==> src/hdl/arpc_pkg.sv <==
`default_nettype none
package arpc_pkg;
    localparam int unsigned CacheEntriesDefault = 128;
    localparam logic [10:0] MIN_ARP_LEN = 11'd28;
    localparam logic [15:0] HW_ETHERNET = 16'h0001;
    localparam logic [15:0] PROTO_IPV4  = 16'h0800;
    localparam logic [15:0] OP_REQUEST  = 16'h0001;
    localparam logic [15:0] OP_REPLY    = 16'h0002;
    localparam logic [47:0] MAC_ALL_ONES = 48'hFFFF_FFFF_FFFF;
    localparam logic [1:0] KIND_REPLY    = 2'd0;
    localparam logic [1:0] KIND_REQUEST  = 2'd1;
    localparam logic [1:0] KIND_RESOLVED = 2'd2;
    localparam logic [1:0] OPC_NONE    = 2'd0;
    localparam logic [1:0] OPC_REQUEST = 2'd1;
    localparam logic [1:0] OPC_REPLY   = 2'd2;
    localparam logic [1:0] CMD_REPLY  = 2'd0;
    localparam logic [1:0] CMD_LEARN  = 2'd1;
    localparam logic [1:0] CMD_QUERY  = 2'd2;

    typedef struct packed {
        logic [1:0]  cmd;
        logic [47:0] mac;
        logic [31:0] ip;
    } arpc_cmd_t;
endpackage
`default_nettype wire

==> src/hdl/arpc_front.sv <==
`default_nettype none
module arpc_front import arpc_pkg::*; (
    input  wire logic        clk,
    input  wire logic        rst_n,
    input  wire logic        in_valid,
    output logic             in_stall,
    input  wire logic        func,
    input  wire logic [10:0] payload_length,
    input  wire logic [15:0] hardware_type,
    input  wire logic [15:0] protocol_type,
    input  wire logic [7:0]  hw_addr_len,
    input  wire logic [7:0]  proto_addr_len,
    input  wire logic [15:0] opcode,
    input  wire logic [47:0] sender_mac_in,
    input  wire logic [31:0] sender_ip_in,
    input  wire logic [31:0] target_ip_in,
    input  wire logic [31:0] query_ip,
    input  wire logic [31:0] own_ip,
    output logic             q_valid,
    output arpc_cmd_t        q_cmd,
    input  wire logic        q_pop
);
    // Two-entry queue between classification and execution.
    arpc_cmd_t  fifo_reg [2];
    logic       rd_ptr_reg, wr_ptr_reg;
    logic [1:0] cnt_reg;
    logic       ok, push;
    arpc_cmd_t  cmd;

    assign in_stall = (cnt_reg == 2'd2);

    always_comb
    begin
        ok = (payload_length >= MIN_ARP_LEN) && (hardware_type == HW_ETHERNET)
            && (protocol_type == PROTO_IPV4) && (hw_addr_len == 8'd6)
            && (proto_addr_len == 8'd4) && (target_ip_in == own_ip);
        cmd.mac = sender_mac_in;
        cmd.ip  = func ? query_ip : sender_ip_in;
        cmd.cmd = func ? CMD_QUERY : ((opcode == OP_REQUEST) ? CMD_REPLY : CMD_LEARN);
        push = in_valid && !in_stall
            && (func || (ok && (opcode == OP_REQUEST || opcode == OP_REPLY)));
    end

    always_ff @(posedge clk)
    begin
        if (push)
        begin
            fifo_reg[wr_ptr_reg] <= cmd;
        end
    end

    always_ff @(posedge clk or negedge rst_n)
    begin
        if (!rst_n)
        begin
            rd_ptr_reg <= 1'b0;
            wr_ptr_reg <= 1'b0;
            cnt_reg    <= 2'd0;
        end
        else
        begin
            if (push)
            begin
                wr_ptr_reg <= !wr_ptr_reg;
            end
            if (q_pop)
            begin
                rd_ptr_reg <= !rd_ptr_reg;
            end
            cnt_reg <= cnt_reg + {1'b0, push} - {1'b0, q_pop};
        end
    end

    assign q_valid = (cnt_reg != 2'd0);
    assign q_cmd   = fifo_reg[rd_ptr_reg];
endmodule
`default_nettype wire

==> config.mk <==
export PLATFORM = sky130hd
export DESIGN_NAME = arpc_front
export DESIGN_NICKNAME = d
export VERILOG_FILES = /design/src/hdl/arpc_pkg.sv /design/src/hdl/arpc_front.sv
export SDC_FILE = /design/constraint.sdc
export NUM_CORES = 1
export LEC_CHECK = 0
export ABC_AREA = 1
export ABC_CLOCK_PERIOD_IN_PS = 9000
export BUFFER_PORTS_ARGS = -buffer_cell sky130_fd_sc_hd__buf_4
export CAP_MARGIN = 0
export CORE_AREA = 2 2 133 135
export CTS_BUF_LIST = sky130_fd_sc_hd__clkbuf_16
export DETAILED_ROUTE_END_ITERATION = 12
export DIE_AREA = 0 0 135 137
export PLACE_DENSITY = 0.73
export SYNTH_ARGS = -nofsm -noshare
export SYNTH_HDL_FRONTEND = slang
export SYNTH_SLANG_ARGS = --single-unit
export TNS_END_PERCENT = 1
==> constraint.sdc <==
create_clock -name clk -period 9 [get_ports clk]
set_clock_uncertainty 0.2 [all_clocks]
set_input_delay 1.35 -clock clk [delete_from_list [all_inputs] [get_ports clk]]
set_output_delay 1.35 -clock clk [all_outputs]
set_load 0.1 [all_outputs]
* Word-level counts from Yosys, hierarchy flattened
Memories as Yosys holds them, arrays and structs flattened.
Index checks and enable logic that the tools add are counted.
** Storage, ports and cells
- Output and inout bits :: 84
- Word-level logic and storage cells :: 34
- Register bits after elaboration :: 4
- Memories :: 1
- Memory bits (writable) :: 164
- Bits of input ports :: 256
** Cells by class
- Eq/ne operators :: 8
- Reductions and logical operators :: 14
- Mux-type cells :: 5
- Add/subtract/negate cells :: 2
- Order comparisons :: 1
** Memory list
- fifo_reg :: depth 2, width 82, rd ports 1, clocked after memory_dff 0, write ports 1, RTL line arpc_front.sv:24 : arpc_cmd_t fifo_reg [2];
** Operators by type and width (number)
- $eq 16x1->1 const B :: 2
- $eq 32x32->1 :: 1
- $mux 32 :: 1
- $eq 16x12->1 const B :: 1
- $eq 16x2->1 const B :: 1
- $eq 8x3->1 const B :: 2
- $ge 11x5->1 const B :: 1
- $logic_and 1x1->1 :: 8
- $logic_not 1->1 :: 3
- $mux 1 :: 3
- $add 2x1->2 :: 1
- $eq 2x2->1 const B :: 1
- $logic_or 1x1->1 :: 2
- $mux 2 :: 1
- $reduce_bool 2->1 :: 1
- $sub 2x1->2 :: 1

* Logic depth before layout (Yosys ltp)
- Depth after elaboration :: 11
- Mapped depth :: 16
- Mapped depth without buffers :: 16

* Worst setup path before layout
Ideal clock, no wire load.
- Kind :: input-to-reg
- From :: input port opcode[15]
- To :: memory fifo_reg[1][0] in the netlist's numbering (enable)
- Path buffers :: 0
- Path slack :: 2.786 ns
- Cell stages on the path :: 11
- Setup time :: 0.523 ns
- Data required time :: 8.277 ns
- Arrival time :: 5.491 ns
- Cells stage by stage :: nor2_1 > nand2_1 > nor2_2 > nand2_1 > nor2_1 > nand2_1 > nor2_1 > nand2_1 > nand2_2 > nand2_2 > nor2_1
** On the way
- Longest elaborated chain between the ends :: 7
- Elaborated cells between the ends (all ways) :: 8
- Classes of those cells :: eq/ne: 2; mux: 2; reduce/logical: 4
** Ends and longest elaborated chain
- start: declaration :: RTL line arpc_front.sv:13 : input wire logic [15:0] opcode,
- $eq 16x1->1 / $eq 16x2->1 (equally long branches) :: RTL line arpc_front.sv:41 : && (func || (ok && (opcode == OP_REQUEST || opcode == OP_REPLY)));
- $logic_or 1x1->1 * :: RTL line arpc_front.sv:41
- $logic_and 1x1->1 * :: RTL line arpc_front.sv:41
- $logic_or 1x1->1 * :: RTL line arpc_front.sv:41
- $logic_and 1x1->1 * :: RTL line arpc_front.sv:41
- $mux 1 * :: RTL line arpc_front.sv:46 : if (push)
- $mux 1 (not written as such) * :: RTL line arpc_front.sv:48 : fifo_reg[wr_ptr_reg] <= cmd;
- end: declaration :: RTL line arpc_front.sv:24
Every way passes the cells marked *; elsewhere a longest branch is shown, timed or not.

==> impl_metrics.ini <==
[outcome]
outcome = completed

[logic_synthesis]
yosysTopAreaCell = edfxtp_1
syn_inst = 609
ys_types = 23
synth_commonest_cells = nand2_1 (185), edfxtp_1 (164), mux2_1 (82)
ys_top_cells_by_area = edfxtp_1 (66%), mux2_1 (12%), nand2_1 (9.3%)
ys_warn_count = 0
yosysSeqAreaShare_pct = 67.6
yosys.cell_count.top_type = nand2_1
syn_area_um2 = 7440
synthesis.nets = 867
synth.avg_cell_area_um2 = 12.2
synth.top_cell.area_share_pct = 66.2
yosys_register_bits = 168
synth-main-ff-cell = edfxtp_1
async_flop_share_pct = 2.38
synth_edf_count = 164

[sta]
fmax_ghz = 0.245
setup_tns_ns = 0
finalCriticalPeriod_ns = 4.08
finalCritPeriodShare_pct = 45.3
grt_setup_unrepaired = false
drv_slew = 0
tightest_slew_ns = 1.04
setup_viol = 0
whs_ns = 0.285
hold_violations = 0
maxSlewHeadroom_pct = 30.8

[cells_and_area]
area_delta_synth_final_pct = 45.2
drive_gt1_share_pct = 39.6
fin_nets = 1210
design_area_um2 = 10800
largest_reg_flops = 164
seq_area_um2 = 5030
n_fill_cell = 1389
multi_input_area_um2 = 2140

[pwr]
p_int_w = 0.00172
pwr-share-seq_pct = 30.1
power_frac_clock_pct = 20.5
power.switching_w = 0.00166
switching_share_pct = 49.0
p_per_area_nw_per_um2 = 313
p_leak_nw = 4.77
ir_worst_vdd_v = 0.000216
combPwrFrac_pct = 49.4

[placed_design]
gp_congestion = 0.857
placed_cell_area_um2 = 10200
dpl.hpwl_mm = 14.1
io_buffers = 337

[run]
cap_viol_max_count = 0

[floorplanning]
die_w_um = 135
rows = 48
io_pins = 340
die_h_um = 137
start_util_pct = 43.6
dieArea_um2 = 18500
coreArea_um2 = 17100

[setup_path]
end_kind = primary output
crit_buf_inv = 2
critical-path-slowest-cell = buf_4
cpPeakStageDelay_ns = 0.69
cp_data_required_time_ns = 7.45
path_class = reg2out
cp-start-kind = flop
critPathTopFamily = buffers and inverters
cp_max_fo = 58
crit_chain = buf_4 > mux2_1 > buf_4
path_common_cell = buf_4
cp.arrival_ns = 2.53

[hold_path]
hp-class = reg2reg

[routing]
ant_nets = 0
dr.pass1.iters = 4
viasPerCell = 4.64
route.detailed.drc = 0
vias = 5536
routed_wl_mm = 18.7
wl_per_cell_um = 15.7
first_iter_violations = 233

[clock_tree]
cts_tree = built
root_buffer = clkbuf_16
cts_buffers = 17
clkSinkCount = 168
ctsHoldBuffers = 0
ctsResizeCount = 0
clk_latency_ns = 0.42
cts_setup_buffers = 0
path_clk_slew_ns = 0.06
cts.path.max_buffers = 2
h-tree-depth = 4

[global_routing]
grt_start_max_net_pins = 59
grt_overflow = 0
grt_pass1_vias = 5332
grt_pass1_wl_mm = 27.0
track_usage_pct = 19.8
antenna_found_initial = 2
## power groups by stage
stage               Clock, W  Combinational (W)  Sequential, W
detailed placement         0            0.00168        0.00104
global route        0.000742            0.00172        0.00103
global placement           0            0.00168        0.00103
CTS                 0.000711            0.00168        0.00102
floorplan                  0            0.00132        0.00101
finish              0.000693            0.00167        0.00102
## layer usage
layer	up-vias	GRT usage, %	part of all wire (%)
met5	-	0	0
met4	0	7.75	2.6
met3	27	6.07	8.4
met2	226	37.2	54
met1	2554	20.6	35
li1	2729	-	-
## cells in the final DEF (no fill, tap or decap), types with 2 or more instances in the layout
master / instances
buf_4: 340
nand2_1: 185
edfxtp_1: 164
mux2_1: 82
nor2_1: 77
inv_1: 48
clkbuf_16: 17
xnor2_1: 9
inv_8: 5
nand3_1: 4
clkinv_4: 4
xor2_1: 3
clkinv_8: 3
dfrtp_1: 3
diode_2: 2
nor2_2: 2
inv_2: 2
inv_6: 2
nand2_2: 2
ha_1: 2
## final timing paths
kind                                  from              end  slack [ns]  cells after the start
worst max-delay path            rd_ptr_reg        q_cmd[42]        4.92                      3
worst min register to register  wr_ptr_reg       wr_ptr_reg        0.28                      2
worst min-delay path            wr_ptr_reg       wr_ptr_reg        0.28                      2
max in group asynchronous            rst_n       rd_ptr_reg        7.96                      1
worst max register to register  cnt_reg[1]  fifo_reg[1][21]        6.16                      6
min in group asynchronous            rst_n       cnt_reg[1]        0.51                      1
## worst min-delay path, delay by kind of cell, from the launching register on
family           cells  cell delay [ns]
and+or+nand+nor      2             0.10
DFF                  1             0.35
## per-stage QoR
step | setup WS [ns] | util (%) | instances | total power [W]
2_1_floorplan | 2.79 | - | 609 | 0.00233
3_3_place_gp | 4.54 | 59.8 | 1158 | 0.00271
3_5_place_dp | 4.55 | 59.8 | 1158 | 0.00272
4_1_cts | 4.89 | 63.3 | 1190 | 0.00341
5_1_grt | 4.78 | 63.3 | 1191 | 0.00349
6_report | 4.92 | 63.3 | 1192 | 0.00338
## layout make-up
class / count / area share (%)
Antenna cell: 2 / 0.0463
Timing Repair Buffer: 340 / 23.6
Clock inverter: 15 / 1.48
Inverter: 52 / 1.87
Sequential cell: 168 / 46.6
Clock buffer: 17 / 3.94
Multi-Input combinational cell: 373 / 19.8
Tap cell: 225 / 2.61
## cell families after synthesis
logic type / synth area share [%]
compound gates: 0.151
xor+xnor: 1.41
fa+ha+maj: 0.336
buf+inv: 3.70
flops: 67.6
mux: 12.4
simple gates: 14.4
Power figures use the tool's default switching activity.
